$ cat src/rtl/alm_pkg.sv
// alm_pkg: shared types, constants and weight/reciprocal/log tables for the lse merge block
`timescale 1ns / 1ps

package alm_pkg;

    localparam int EXP_TABLE_DEPTH = 64;
    localparam int LOG_TABLE_DEPTH = 64;
    localparam int CODE_W          = $clog2(EXP_TABLE_DEPTH + 1);
    localparam int QUEUE_DEPTH     = 4;
    localparam logic [16:0] ONE_Q16 = 17'd65536;
    localparam logic [63:0] ONE_Q30 = 64'd1 << 30;

    // one input beat
    typedef struct packed {
        logic               first_of_position;
        logic signed [23:0] lse_a;
        logic signed [23:0] lse_b;
        logic signed [15:0] value_a;
        logic signed [15:0] value_b;
    } item_t;

    // one result beat
    typedef struct packed {
        logic signed [15:0] merged_value;
        logic signed [23:0] merged_lse;
        logic               lse_valid;
    } result_t;

    // classified element handed from front to back
    typedef struct packed {
        logic [16:0]        weight_a;
        logic [16:0]        weight_b;
        logic [16:0]        inverse_sum;
        logic signed [23:0] merged_lse;
        logic               lse_valid;
        logic signed [15:0] value_a;
        logic signed [15:0] value_b;
    } work_t;

    typedef logic [16:0] wtab_t [0:EXP_TABLE_DEPTH];

    // unsigned quotient by shift and subtract, for building the tables
    function automatic logic [63:0] udiv64(input logic [63:0] num, input logic [63:0] den);
        logic [63:0] q;
        logic [64:0] rem;
        int          i;
        q   = '0;
        rem = '0;
        for (i = 63; i >= 0; i--)
        begin
            rem = {rem[63:0], num[i]};
            if (rem >= {1'b0, den})
            begin
                rem  = rem - {1'b0, den};
                q[i] = 1'b1;
            end
        end
        return q;
    endfunction

    // exp(-16k/depth) in q1.16 through exp(-y)^16
    function automatic logic [63:0] exp_rom(input logic [63:0] k);
        logic [63:0] y;
        logic [63:0] term;
        logic [63:0] v;
        longint      sum;
        int          n;
        y    = (k << 30) / 64'(EXP_TABLE_DEPTH);
        term = ONE_Q30;
        sum  = longint'(ONE_Q30);
        for (n = 1; n <= 24; n++)
        begin
            term = udiv64((term * y) >> 30, 64'(n));
            if (n[0])
                sum = sum - longint'(term);
            else
                sum = sum + longint'(term);
        end
        v = (sum < 0) ? 64'd0 : 64'(sum);
        if (v > ONE_Q30)
            v = ONE_Q30;
        for (n = 0; n < 4; n++)
            v = (v * v + (ONE_Q30 >> 1)) >> 30;
        return (v + 64'd8192) >> 14;
    endfunction

    // ln(1 + k/depth) in q16 through 2*atanh(u/(2+u))
    function automatic logic [63:0] log_rom(input logic [63:0] k);
        logic [63:0] u;
        logic [63:0] z;
        logic [63:0] p;
        logic [63:0] sum;
        int          n;
        u   = (k << 30) / 64'(LOG_TABLE_DEPTH);
        z   = udiv64(u << 30, 64'd2 * ONE_Q30 + u);
        p   = z;
        sum = z;
        for (n = 3; n <= 41; n += 2)
        begin
            p   = (p * z) >> 30;
            p   = (p * z) >> 30;
            sum = sum + udiv64(p, 64'(n));
        end
        return (64'd2 * sum + 64'd8192) >> 14;
    endfunction

    // small weight by distance code; last code means weight zero
    function automatic wtab_t build_weight_tab();
        wtab_t t;
        int    k;
        for (k = 0; k < EXP_TABLE_DEPTH; k++)
            t[k] = 17'(exp_rom(64'(k)));
        t[EXP_TABLE_DEPTH] = '0;
        return t;
    endfunction

    // rounded 2^32 / (1 + small weight) by distance code
    function automatic wtab_t build_inverse_tab();
        wtab_t       t;
        wtab_t       w;
        logic [63:0] s;
        int          k;
        w = build_weight_tab();
        for (k = 0; k <= EXP_TABLE_DEPTH; k++)
        begin
            s    = 64'(ONE_Q16) + 64'(w[k]);
            t[k] = 17'(udiv64((64'd1 << 32) + (s >> 1), s));
        end
        return t;
    endfunction

    // ln of weight sum by distance code
    function automatic wtab_t build_log_tab();
        wtab_t       t;
        wtab_t       w;
        logic [63:0] idx;
        int          k;
        w = build_weight_tab();
        for (k = 0; k <= EXP_TABLE_DEPTH; k++)
        begin
            idx = (64'(w[k]) * 64'(LOG_TABLE_DEPTH) + 64'd32768) >> 16;
            if (idx > 64'(LOG_TABLE_DEPTH))
                idx = 64'(LOG_TABLE_DEPTH);
            t[k] = 17'(log_rom(idx));
        end
        return t;
    endfunction

    localparam wtab_t WEIGHT_TAB  = build_weight_tab();
    localparam wtab_t INVERSE_TAB = build_inverse_tab();
    localparam wtab_t LOG_TAB     = build_log_tab();

endpackage

$ cat src/rtl/alm_front.sv
// alm_front: accepts beats, derives per-position weights and lse, tags each element
`timescale 1ns / 1ps

module alm_front (
    input  logic                clk,
    input  logic                rst_n,
    input  logic                src_valid,
    output logic                src_stall,
    input  alm_pkg::item_t      src_data,
    output logic                push_valid,
    input  logic                push_stall,
    output alm_pkg::work_t      push_data
);

    localparam int IDX_W = 25 + $clog2(alm_pkg::EXP_TABLE_DEPTH + 1);

    logic                         s1_valid_reg;
    logic                         s1_first_reg;
    logic                         s1_age_reg;
    logic [alm_pkg::CODE_W-1:0]   s1_code_reg;
    logic signed [23:0]           s1_max_reg;
    logic signed [15:0]           s1_va_reg;
    logic signed [15:0]           s1_vb_reg;

    logic                         s2_valid_reg;
    alm_pkg::work_t               s2_reg;
    alm_pkg::work_t               s2_next;

    logic [16:0]                  weight_a_reg;
    logic [16:0]                  weight_b_reg;
    logic [16:0]                  inverse_sum_reg;

    logic                         s2_ready;
    logic                         s1_ready;
    logic                         load_s1;
    logic                         load_s2;

    logic                         a_ge_b;
    logic [24:0]                  diff;
    logic [IDX_W-1:0]             idx;
    logic [alm_pkg::CODE_W-1:0]   code;
    logic [16:0]                  small_w;
    logic signed [25:0]           lse_sum;

    // ready chain through both stages
    assign s2_ready  = !s2_valid_reg || !push_stall;
    assign s1_ready  = !s1_valid_reg || s2_ready;
    assign src_stall = !s1_ready;
    assign load_s1   = src_valid && s1_ready;
    assign load_s2   = s1_valid_reg && s2_ready;

    // distance between the two lse values and its table code
    always_comb
    begin
        a_ge_b = src_data.lse_a >= src_data.lse_b;
        if (a_ge_b)
            diff = 25'(25'(signed'(src_data.lse_a)) - 25'(signed'(src_data.lse_b)));
        else
            diff = 25'(25'(signed'(src_data.lse_b)) - 25'(signed'(src_data.lse_a)));
        idx = IDX_W'((IDX_W'(diff) * IDX_W'(alm_pkg::EXP_TABLE_DEPTH)
              + (IDX_W'(1) << 19)) >> 20);
        if (idx >= IDX_W'(alm_pkg::EXP_TABLE_DEPTH))
            code = alm_pkg::CODE_W'(alm_pkg::EXP_TABLE_DEPTH);
        else
            code = idx[alm_pkg::CODE_W-1:0];
    end

    // weights, reciprocal and merged lse for the element entering stage two
    always_comb
    begin
        small_w = alm_pkg::WEIGHT_TAB[s1_code_reg];
        lse_sum = 26'(s1_max_reg) + 26'(alm_pkg::LOG_TAB[s1_code_reg]);
        s2_next.value_a   = s1_va_reg;
        s2_next.value_b   = s1_vb_reg;
        s2_next.lse_valid = s1_first_reg;
        if (s1_first_reg)
        begin
            s2_next.weight_a    = s1_age_reg ? alm_pkg::ONE_Q16 : small_w;
            s2_next.weight_b    = s1_age_reg ? small_w : alm_pkg::ONE_Q16;
            s2_next.inverse_sum = alm_pkg::INVERSE_TAB[s1_code_reg];
            if (lse_sum > 26'sd8388607)
                s2_next.merged_lse = 24'sd8388607;
            else
                s2_next.merged_lse = lse_sum[23:0];
        end
        else
        begin
            s2_next.weight_a    = weight_a_reg;
            s2_next.weight_b    = weight_b_reg;
            s2_next.inverse_sum = inverse_sum_reg;
            s2_next.merged_lse  = '0;
        end
    end

    // control and held weights
    always_ff @(posedge clk or negedge rst_n)
    begin
        if (!rst_n)
        begin
            s1_valid_reg    <= 1'b0;
            s2_valid_reg    <= 1'b0;
            weight_a_reg    <= '0;
            weight_b_reg    <= '0;
            inverse_sum_reg <= '0;
        end
        else
        begin
            if (s1_ready)
                s1_valid_reg <= src_valid;
            if (s2_ready)
                s2_valid_reg <= s1_valid_reg;
            if (load_s2)
            begin
                weight_a_reg    <= s2_next.weight_a;
                weight_b_reg    <= s2_next.weight_b;
                inverse_sum_reg <= s2_next.inverse_sum;
            end
        end
    end

    // payload
    always_ff @(posedge clk)
    begin
        if (load_s1)
        begin
            s1_first_reg <= src_data.first_of_position;
            s1_age_reg   <= a_ge_b;
            s1_code_reg  <= code;
            s1_max_reg   <= a_ge_b ? src_data.lse_a : src_data.lse_b;
            s1_va_reg    <= src_data.value_a;
            s1_vb_reg    <= src_data.value_b;
        end
        if (load_s2)
            s2_reg <= s2_next;
    end

    assign push_valid = s2_valid_reg;
    assign push_data  = s2_reg;

`ifndef SYNTHESIS
    // a new position always gives the larger lse full weight
    assert property (@(posedge clk) disable iff (!rst_n)
        (load_s2 && s1_first_reg) |=>
            (weight_a_reg == alm_pkg::ONE_Q16 || weight_b_reg == alm_pkg::ONE_Q16))
        else $error("no unit weight after new position");

    // reciprocal is zero exactly while no weights are held
    assert property (@(posedge clk) disable iff (!rst_n)
        ((weight_a_reg == '0 && weight_b_reg == '0) == (inverse_sum_reg == '0)))
        else $error("reciprocal out of step with weights");
`endif

endmodule

$ cat src/rtl/alm_queue.sv
// alm_queue: short queue of classified elements between front and back
`timescale 1ns / 1ps

module alm_queue (
    input  logic                clk,
    input  logic                rst_n,
    input  logic                push_valid,
    output logic                push_stall,
    input  alm_pkg::work_t      push_data,
    output logic                pop_valid,
    input  logic                pop_stall,
    output alm_pkg::work_t      pop_data
);

    localparam int PTR_W = $clog2(alm_pkg::QUEUE_DEPTH);
    localparam int CNT_W = $clog2(alm_pkg::QUEUE_DEPTH + 1);

    alm_pkg::work_t   mem [0:alm_pkg::QUEUE_DEPTH-1];
    logic [PTR_W-1:0] wr_ptr_reg;
    logic [PTR_W-1:0] wr_ptr_next;
    logic [PTR_W-1:0] rd_ptr_reg;
    logic [PTR_W-1:0] rd_ptr_next;
    logic [CNT_W-1:0] count_reg;
    logic             push;
    logic             pop;

    assign push_stall = count_reg == CNT_W'(alm_pkg::QUEUE_DEPTH);
    assign pop_valid  = count_reg != '0;
    assign push       = push_valid && !push_stall;
    assign pop        = pop_valid && !pop_stall;
    assign pop_data   = mem[rd_ptr_reg];

    // pointer wrap
    always_comb
    begin
        wr_ptr_next = (wr_ptr_reg == PTR_W'(alm_pkg::QUEUE_DEPTH - 1)) ? '0 : wr_ptr_reg + 1'b1;
        rd_ptr_next = (rd_ptr_reg == PTR_W'(alm_pkg::QUEUE_DEPTH - 1)) ? '0 : rd_ptr_reg + 1'b1;
    end

    // pointers and fill count
    always_ff @(posedge clk or negedge rst_n)
    begin
        if (!rst_n)
        begin
            wr_ptr_reg <= '0;
            rd_ptr_reg <= '0;
            count_reg  <= '0;
        end
        else
        begin
            if (push)
                wr_ptr_reg <= wr_ptr_next;
            if (pop)
                rd_ptr_reg <= rd_ptr_next;
            if (push && !pop)
                count_reg <= count_reg + 1'b1;
            else if (pop && !push)
                count_reg <= count_reg - 1'b1;
        end
    end

    // storage
    always_ff @(posedge clk)
    begin
        if (push)
            mem[wr_ptr_reg] <= push_data;
    end

`ifndef SYNTHESIS
    // fill count never passes the depth
    assert property (@(posedge clk) disable iff (!rst_n)
        count_reg <= CNT_W'(alm_pkg::QUEUE_DEPTH))
        else $error("queue overfilled");
`endif

endmodule

$ cat src/rtl/alm_back.sv
// alm_back: weighted average of the element pair, rounded and saturated
`timescale 1ns / 1ps

module alm_back (
    input  logic                clk,
    input  logic                rst_n,
    input  logic                pop_valid,
    output logic                pop_stall,
    input  alm_pkg::work_t      pop_data,
    output logic                res_valid,
    input  logic                res_stall,
    output alm_pkg::result_t    res_data
);

    logic                b1_valid_reg;
    logic signed [34:0]  b1_sum_reg;
    logic [16:0]         b1_inv_reg;
    logic signed [23:0]  b1_lse_reg;
    logic                b1_lv_reg;

    logic                b2_valid_reg;
    logic signed [34:0]  b2_hi_reg;
    logic [34:0]         b2_lo_reg;
    logic signed [23:0]  b2_lse_reg;
    logic                b2_lv_reg;

    logic                b3_valid_reg;
    alm_pkg::result_t    b3_reg;
    alm_pkg::result_t    b3_next;

    logic                b1_ready;
    logic                b2_ready;
    logic                b3_ready;

    logic signed [33:0]  prod_a;
    logic signed [33:0]  prod_b;
    logic signed [34:0]  prod_hi;
    logic [34:0]         prod_lo;
    logic signed [53:0]  full_p;
    logic [53:0]         mag;
    logic [21:0]         rmag;

    assign b3_ready  = !b3_valid_reg || !res_stall;
    assign b2_ready  = !b2_valid_reg || b3_ready;
    assign b1_ready  = !b1_valid_reg || b2_ready;
    assign pop_stall = !b1_ready;

    // weight each value
    always_comb
    begin
        prod_a = $signed({1'b0, pop_data.weight_a}) * pop_data.value_a;
        prod_b = $signed({1'b0, pop_data.weight_b}) * pop_data.value_b;
    end

    // scale by reciprocal, split in upper and lower parts
    always_comb
    begin
        prod_hi = $signed(b1_sum_reg[34:18]) * $signed({1'b0, b1_inv_reg});
        prod_lo = 35'(b1_sum_reg[17:0]) * 35'(b1_inv_reg);
    end

    // recombine, round half away from zero, saturate
    always_comb
    begin
        full_p = (54'(b2_hi_reg) <<< 18) + $signed({19'b0, b2_lo_reg});
        mag    = full_p[53] ? 54'(-full_p) : 54'(full_p);
        rmag   = 22'((mag + (54'd1 << 31)) >> 32);
        if (full_p[53])
            b3_next.merged_value = (rmag > 22'd32768) ? 16'sh8000 : 16'(-rmag);
        else
            b3_next.merged_value = (rmag > 22'd32767) ? 16'sh7fff : rmag[15:0];
        b3_next.merged_lse = b2_lse_reg;
        b3_next.lse_valid  = b2_lv_reg;
    end

    // stage valids
    always_ff @(posedge clk or negedge rst_n)
    begin
        if (!rst_n)
        begin
            b1_valid_reg <= 1'b0;
            b2_valid_reg <= 1'b0;
            b3_valid_reg <= 1'b0;
        end
        else
        begin
            if (b1_ready)
                b1_valid_reg <= pop_valid;
            if (b2_ready)
                b2_valid_reg <= b1_valid_reg;
            if (b3_ready)
                b3_valid_reg <= b2_valid_reg;
        end
    end

    // stage payloads
    always_ff @(posedge clk)
    begin
        if (pop_valid && b1_ready)
        begin
            b1_sum_reg <= 35'(prod_a) + 35'(prod_b);
            b1_inv_reg <= pop_data.inverse_sum;
            b1_lse_reg <= pop_data.merged_lse;
            b1_lv_reg  <= pop_data.lse_valid;
        end
        if (b1_valid_reg && b2_ready)
        begin
            b2_hi_reg  <= prod_hi;
            b2_lo_reg  <= prod_lo;
            b2_lse_reg <= b1_lse_reg;
            b2_lv_reg  <= b1_lv_reg;
        end
        if (b2_valid_reg && b3_ready)
            b3_reg <= b3_next;
    end

    assign res_valid = b3_valid_reg;
    assign res_data  = b3_reg;

endmodule

$ cat src/rtl/attention_lse_merge.sv
// attention_lse_merge: merges two partial attention outputs by their log-sum-exp
//
//   channel  direction  payload            handshake
//   src      in         alm_pkg::item_t    src_valid / src_stall
//   res      out        alm_pkg::result_t  res_valid / res_stall
//
// one beat in and one beat out per cycle when neither side stalls
// the path from input accept to result runs through
// two front stages, one queue slot, three back stages
// weights come from constant tables
// reset clears all valids and the held weights, so elements before a position give zero
// a stall on res fills the queue before src sees a stall
`timescale 1ns / 1ps

module attention_lse_merge (
    input  logic                clk,
    input  logic                rst_n,
    input  logic                src_valid,
    output logic                src_stall,
    input  alm_pkg::item_t      src_data,
    output logic                res_valid,
    input  logic                res_stall,
    output alm_pkg::result_t    res_data
);

    logic            push_valid;
    logic            push_stall;
    alm_pkg::work_t  push_data;
    logic            pop_valid;
    logic            pop_stall;
    alm_pkg::work_t  pop_data;

    // classify and tag with weights
    alm_front u_front (
        .clk        (clk),
        .rst_n      (rst_n),
        .src_valid  (src_valid),
        .src_stall  (src_stall),
        .src_data   (src_data),
        .push_valid (push_valid),
        .push_stall (push_stall),
        .push_data  (push_data)
    );

    // decoupling queue
    alm_queue u_queue (
        .clk        (clk),
        .rst_n      (rst_n),
        .push_valid (push_valid),
        .push_stall (push_stall),
        .push_data  (push_data),
        .pop_valid  (pop_valid),
        .pop_stall  (pop_stall),
        .pop_data   (pop_data)
    );

    // weighted average
    alm_back u_back (
        .clk        (clk),
        .rst_n      (rst_n),
        .pop_valid  (pop_valid),
        .pop_stall  (pop_stall),
        .pop_data   (pop_data),
        .res_valid  (res_valid),
        .res_stall  (res_stall),
        .res_data   (res_data)
    );

`ifndef SYNTHESIS
    // lse field is zero on beats that start no position
    assert property (@(posedge clk) disable iff (!rst_n)
        (res_valid && !res_data.lse_valid) |-> (res_data.merged_lse == '0))
        else $error("merged lse on continuation beat");
`endif

endmodule
$ cat config.mk
export PLATFORM = sky130hd
export DESIGN_NAME = attention_lse_merge
export DESIGN_NICKNAME = d
export VERILOG_FILES = /design/src/rtl/alm_pkg.sv /design/src/rtl/alm_front.sv /design/src/rtl/alm_queue.sv /design/src/rtl/alm_back.sv /design/src/rtl/attention_lse_merge.sv
export SDC_FILE = /design/constraint.sdc
export NUM_CORES = 2
export LEC_CHECK = 0
export BUFFER_PORTS_ARGS = -buffer_cell sky130_fd_sc_hd__buf_4
export CAP_MARGIN = 20
export CELL_PAD_IN_SITES_DETAIL_PLACEMENT = 0
export CELL_PAD_IN_SITES_GLOBAL_PLACEMENT = 1
export CORE_MARGIN = 1
export CORE_UTILIZATION = 49
export DETAILED_ROUTE_END_ITERATION = 6
export PLACE_DENSITY_LB_ADDON = 0.1
export SYNTH_ARGS = -nofsm -noshare
export SYNTH_HDL_FRONTEND = slang
export SYNTH_SLANG_ARGS = --single-unit
$ cat constraint.sdc
create_clock -name clk -period 22.2 [get_ports clk]
set_input_delay 1.11 -clock clk [delete_from_list [all_inputs] [get_ports clk]]
set_output_delay 1.11 -clock clk [all_outputs]
set_load 0.01 [all_outputs]
# Word-level counts from Yosys, hierarchy flattened
# Memories as Yosys holds them, arrays and structs flattened.
# Cells that the tools add are included.
[totals]
ff_bits = 449
mem_bits_rw = 432
rom_bits = 6528
in_bits = 85
output_inout_bits = 43
wordCells = 116
memories = 4
[memory_table]
columns = ["name", "words", "word_bits", "rd", "rd_ports_with_merged_regs", "wr", "line_no", "text"]
rows = [
  ["(no name shown)", 128, 17, 1, 0, 0, "alm_front.sv:71", "small_w = alm_pkg::WEIGHT_TAB[s1_code_reg];"],
  ["(no name shown)", 128, 17, 1, 0, 0, "alm_front.sv:72", "lse_sum = 26'(s1_max_reg) + 26'(alm_pkg::LOG_TAB[s1_code_reg]);"],
  ["(no name shown)", 128, 17, 1, 0, 0, "alm_front.sv:80", "s2_next.inverse_sum = alm_pkg::INVERSE_TAB[s1_code_reg];"],
  ["u_queue.mem", 4, 108, 1, 0, 1, "alm_queue.sv:18", "alm_pkg::work_t mem [0:alm_pkg::QUEUE_DEPTH-1];"],
]
[op_classes]
add_sub_neg = 13
multipliers = 4
n_lt_le_gt_ge = 6
eq_ne = 3
n_mux = 22
n_bitwise = 2
reduce_logical = 26
[op_table]
columns = ["operator", "count"]
rows = [
  ["17-bit two-way mux", 8],
  ["75-bit two-way mux", 1],
  ["18-bit by 16-bit multiplier with 34-bit output", 2],
  ["53-bit by 36-bit adder with 54-bit output", 1],
  ["54-bit by 32-bit adder with 54-bit output (second input constant)", 1],
  ["54-bit two-way mux", 1],
  ["54-bit negation", 1],
  ["24-bit by 24-bit subtractor with 25-bit output", 2],
  ["16-bit two-way mux", 3],
  ["24-bit two-way mux", 2],
  ["34-bit by 34-bit adder with 35-bit output", 1],
  ["17-bit by 18-bit multiplier with 35-bit output", 1],
  ["18-bit by 17-bit multiplier with 35-bit output", 1],
  ["31-bit by 20-bit adder with 32-bit output (second input constant)", 1],
  ["26-bit by 24-bit > comparator with 1-bit output (second input constant)", 1],
  ["24-bit by 18-bit adder with 25-bit output", 1],
  ["25-bit two-way mux", 1],
  ["24-bit greater-or-equal comparator", 1],
  ["22-bit by 15-bit > comparator with 1-bit output (second input constant)", 1],
  ["22-bit by 16-bit > comparator with 1-bit output (second input constant)", 1],
  ["16-bit negation", 1],
  ["12-bit by 7-bit greater-or-equal comparator with 1-bit output (second input constant)", 1],
  ["1-bit zero test", 10],
  ["8-bit greater-or-equal comparator (second input constant)", 1],
  ["other kinds (15)", 31],
]

# Logic depth before layout (Yosys ltp)
[depth]
ltp_word = 8
mapped_depth = 37
ltp_nobuf = 33

# Hierarchy
# A second synthesis with hierarchy kept.
[unflattened]
cells_unflattened = 7007
area_unflattened_um2 = 77591.9
[by_module_without_submodules]
columns = ["module", "instances", "cells_each", "area_each_um2"]
rows = [
  ["alm_back", 1, 5039, 48176.2],
  ["alm_queue", 1, 602, 15999.1],
  ["alm_front", 1, 1366, 13416.6],
]

# Worst setup path after synthesis
# Ideal clock, no wire load.
[synth_path]
path_kind = "reg-to-reg"
start = "register u_queue.rd_ptr_reg[0]"
end = "register u_back.b1_sum_reg[32] (data pin)"
setup_time_ns = 0.258
arrival_ns = 8.799
required_time_ns = 21.942
path_slack_ns = 13.143
path_stages_with_launch = 31
cell_sequence = "dfrtp_1 > clkbuf_1 > clkbuf_1 > clkbuf_1 > clkbuf_1 > nand2_1 > o21ai_1 > nor2_1 > fa_1 > inv_1 > fa_1 > inv_1 > fa_1 > fa_1 > fa_1 > fa_1 > fa_1 > fa_1 > ha_1 > and2_1 > o21bai_1 > a31oi_1 > a211oi_1 > a41o_1 > o211a_1 > o31a_1 > a41o_1 > o211ai_1 > nand2b_1 > a21oi_1 > xnor2_1"
[synth_between]
elab_chain_len = 3
[synth_rtl]
columns = ["item", "line_no", "text"]
rows = [
  ["start, declared", "alm_queue.sv:21", "logic [PTR_W-1:0] rd_ptr_reg;"],
  ["start signal, assigned", "alm_queue.sv:54", "rd_ptr_reg <= rd_ptr_next;"],
  ["memory read 4 x 108 bit (*)", "-", ""],
  ["18-bit by 16-bit multiplier with 34-bit output, on equally long branches", "alm_back.sv:51, alm_back.sv:52", ""],
  ["34-bit by 34-bit adder with 35-bit output (*)", "alm_back.sv:101", "b1_sum_reg <= 35'(prod_a) + 35'(prod_b);"],
  ["end signal, assigned", "alm_back.sv:101", ""],
  ["end, declared", "alm_back.sv:16", "logic signed [34:0] b1_sum_reg;"],
]
# Mark *: on every way between the ends. The rest lies on a longest branch, timed or not.
# A chain may end at the register's enable or synchronous reset.

# Final worst setup path
[layout_path]
start = "register u_queue.rd_ptr_reg[1]"
end = "register u_back.b1_sum_reg[32] (data pin)"
# The elaborated chain is that of the path after synthesis.

==> impl_results.md <==
- NumNets Final: 8752
- Crit path DAT: 10830 ps
- Synth cell types: 112
- Global-route wire length before repair: 313000 um
- I/O pins: 128
- Gr ovfl total: 0
- CTS sink cnt: 881
- Setup slack at placement: 11940 ps
- Total die area: 0.159 sq mm
- Worst slew pin tran: 1090 ps
- Maximum clock rate: 95.9 MHz
- DP Cell Count: 9106
- Global Route Usage Sum: 26.0%
- Register bit total from synthesis: 881
- Top reg by flops: u_queue.mem
- Slew Limit Fails: 0
- GPL Wtd Cong: 0.906
- Number of port buffers: 127
- Vias/cell: 5.45
- Post-route cell area: 0.0834 sq mm
- CTS root buffer: clkbuf_16
- Post-synth EDFFs: 818
- Yosys warning total: 0
- Dpl hpwl: 151000 um
- Htree depth: 3
- CTS Hold Bufs: 0
- Post-CTS setup buffer count: 0
- Fin cells: 9287
- Met2 wire len: 97900 um
- Top Metal Used: met4
- Rows: 145
- Number of antenna violations at the first check in global routing: 2
- Core area: 0.156 sq mm
- Critical path's largest stage delay: 870 ps
- Final period util: 47.0%
- Final ANT Viol Nets: 0
- Tmin final: 10430 ps
- Critical setup path kind: register to register
- Startpoint Class: register
- Post-route clock skew: 69.8 ps
- Placement Cell Area: 0.0802 sq mm
- Crit end category: register
- Post-synth ARST share: 7.15%
- Fin Setup TNS: 0 ps
- Final setup violation count: 0
- Max-cap violations: 0
- CTS buffer count: 95
- WL met1: 89100 um
- Share of cells above drive strength 1: 7.83%
- RSZ-0062 raised after global routing: no
- Final Hold Viols: 0
- Syn_area_per_cell: 10.8 sq um
- Largest net degree at the start of global routing: 112
- Routed wire length: 201000 um
- Via count: 50568
- Netlist Area Pre-Place: 0.0771 sq mm
- Clk slew on worst S/H paths: 60 ps
- Hold WC Path Type: input pin to asynchronous set/reset pin
- Drt wl/cell: 21.7 um
- Starting density of the core: 49.3%
- Crit path required time: 22600 ps
- First DRT Iteration DRCs: 3017
- Mapped Cells: 7117
- Main synth FF type: edfxtp_1
- Die height: 399 um
- Clock buffer depth: 3
- Status: finished clean
- Worst-Skew Late Latency: 720 ps
- Crit Path Max Fanout: 53
- Remaining DRCs: 0
- Synthesized net count: 8724
- Most used cell, CP: fa_1
- TritonCTS clock tree: yes
- DRT Pass-1 Iters: 5
- R2R setup slack: 11770 ps
- Worst path bufs/invs: 3
- Post-CTS Resized: 0
- Setup ws final: 11770 ps
- Routed wl met3: 8640 um
- Slowest CP cell: dfrtp_4
- Synth-to-Final Area Change: 8.26%
- Sequential share of the synthesized area: 33.9%
- Top delay family on crit path: adder cells
- Max reg flops: 432
- Rel. slew slack: 26.9%
- Vias in the first global route: 52775
- Die Wd: 399 um
==> cell usage in the layout (no fill, tap or decap), drive strengths merged, types with 21 or more instances in the layout <==
cell type  netlist  layout
mux2i           63      63
a31oi           24      24
o21ai          219     219
nand2          864     864
nand3           79      79
a21o            47      47
dfrtp           63      63
edfxtp         818     818
nor4            21      21
xor2            41      41
fa             946     946
a211oi          33      33
and3            23      23
nand4           27      27
o22ai           39      39
clkinv           3      29
xnor2          126     126
inv           1279    1295
and2           299     299
ha             576     576
nor2b           36      36
nand2b          45      45
a21oi          166     166
mux2            64      64
buf             54     220
mux4            64      64
o31ai           23      23
clkbuf         235     126
o21a            76      76
nor2           416     416
nor3            78      78
or3             28      28
==> cells in the mapped netlist (all sizes together) (27+ instances only) <==
library cell	n	area share, %
clkbuf	235	1.1
nor2b	36	0.29
xor2	41	0.51
nor2	416	2.0
nand2	864	4.2
nand3	79	0.52
buf	54	0.34
o21ai	219	1.4
a21o	47	0.46
ha	576	9.4
inv	1279	6.2
edfxtp	818	32
dfrtp	63	2.0
a211oi	33	0.33
nor3	78	0.53
or3	28	0.23
xnor2	126	1.4
and2	299	2.4
mux2i	63	0.83
o21a	76	0.75
mux2	64	0.94
fa	946	25
nand2b	45	0.37
a21oi	166	1.1
mux4	64	1.9
o22ai	39	0.34
nand4	27	0.22
==> metal layers <==
| layer | vias up | track usage, % |
|---|---|---|
| met5 | - | 0 |
| met3 | 301 | 2.71 |
| met1 | 25802 | 35.5 |
| li1 | 23286 | - |
| met2 | 1179 | 43.9 |
| met4 | 0 | 7.55 |
==> cells by family (layout without fill, tap and decap cells) <==
logic type / after synthesis / count (layout) / synth area share [%]
DFF: 881 / 881 / 33.9
xor gates and xnor gates: 167 / 167 / 1.94
muxes: 191 / 191 / 3.64
AOI/OAI and AO/OA: 814 / 814 / 7.03
buffers and inverters: 1571 / 1682 / 7.73
other: 0 / 1 / 0
adders and majority gates: 1522 / 1522 / 33.9
and+or+nand+nor: 1971 / 1971 / 11.8
==> metrics by stage <==
step / utilization [%] / hold slack [ps]
final: 53.4 / 216
after global routing: 53.4 / 193
after CTS: 53.4 / 154
after detailed placement: 51.3 / 405
after global placement: 51.3 / 401
after floorplan: - / 400
==> path summary, 6_finish.rpt <==
check	cells after the start	startpoint	to
hold / removal	1	rst_n	u_front.weight_b_reg[13]
setup reg to reg	27	u_queue.rd_ptr_reg[1]	u_back.b1_sum_reg[32]
min in group clk	0	u_front.s1_va_reg[8]	u_front.push_data[24]
max in group asynchronous	2	rst_n	u_queue.rd_ptr_reg[0]
hold reg to reg	0	u_front.s1_va_reg[8]	u_front.push_data[24]
setup / recovery	27	u_queue.rd_ptr_reg[1]	u_back.b1_sum_reg[32]
==> layout make-up <==
| class | instances | area [sq um] |
|---|---|---|
| Antenna cell | 1 | 2.50 |
| Clock buffer | 126 | 2590 |
| Clock inverter | 54 | 639 |
| Fill cell | 13853 | 72800 |
| Inverter | 1282 | 4820 |
| Multi-Input combinational cell | 4665 | 45000 |
| Sequential cell | 881 | 26100 |
| Tap cell | 2058 | 2570 |
| Timing Repair Buffer | 220 | 1650 |
Power is left out: the tool's default activity adds up to more than one toggle a clock period on the data nets, which glitch-free logic cannot reach.
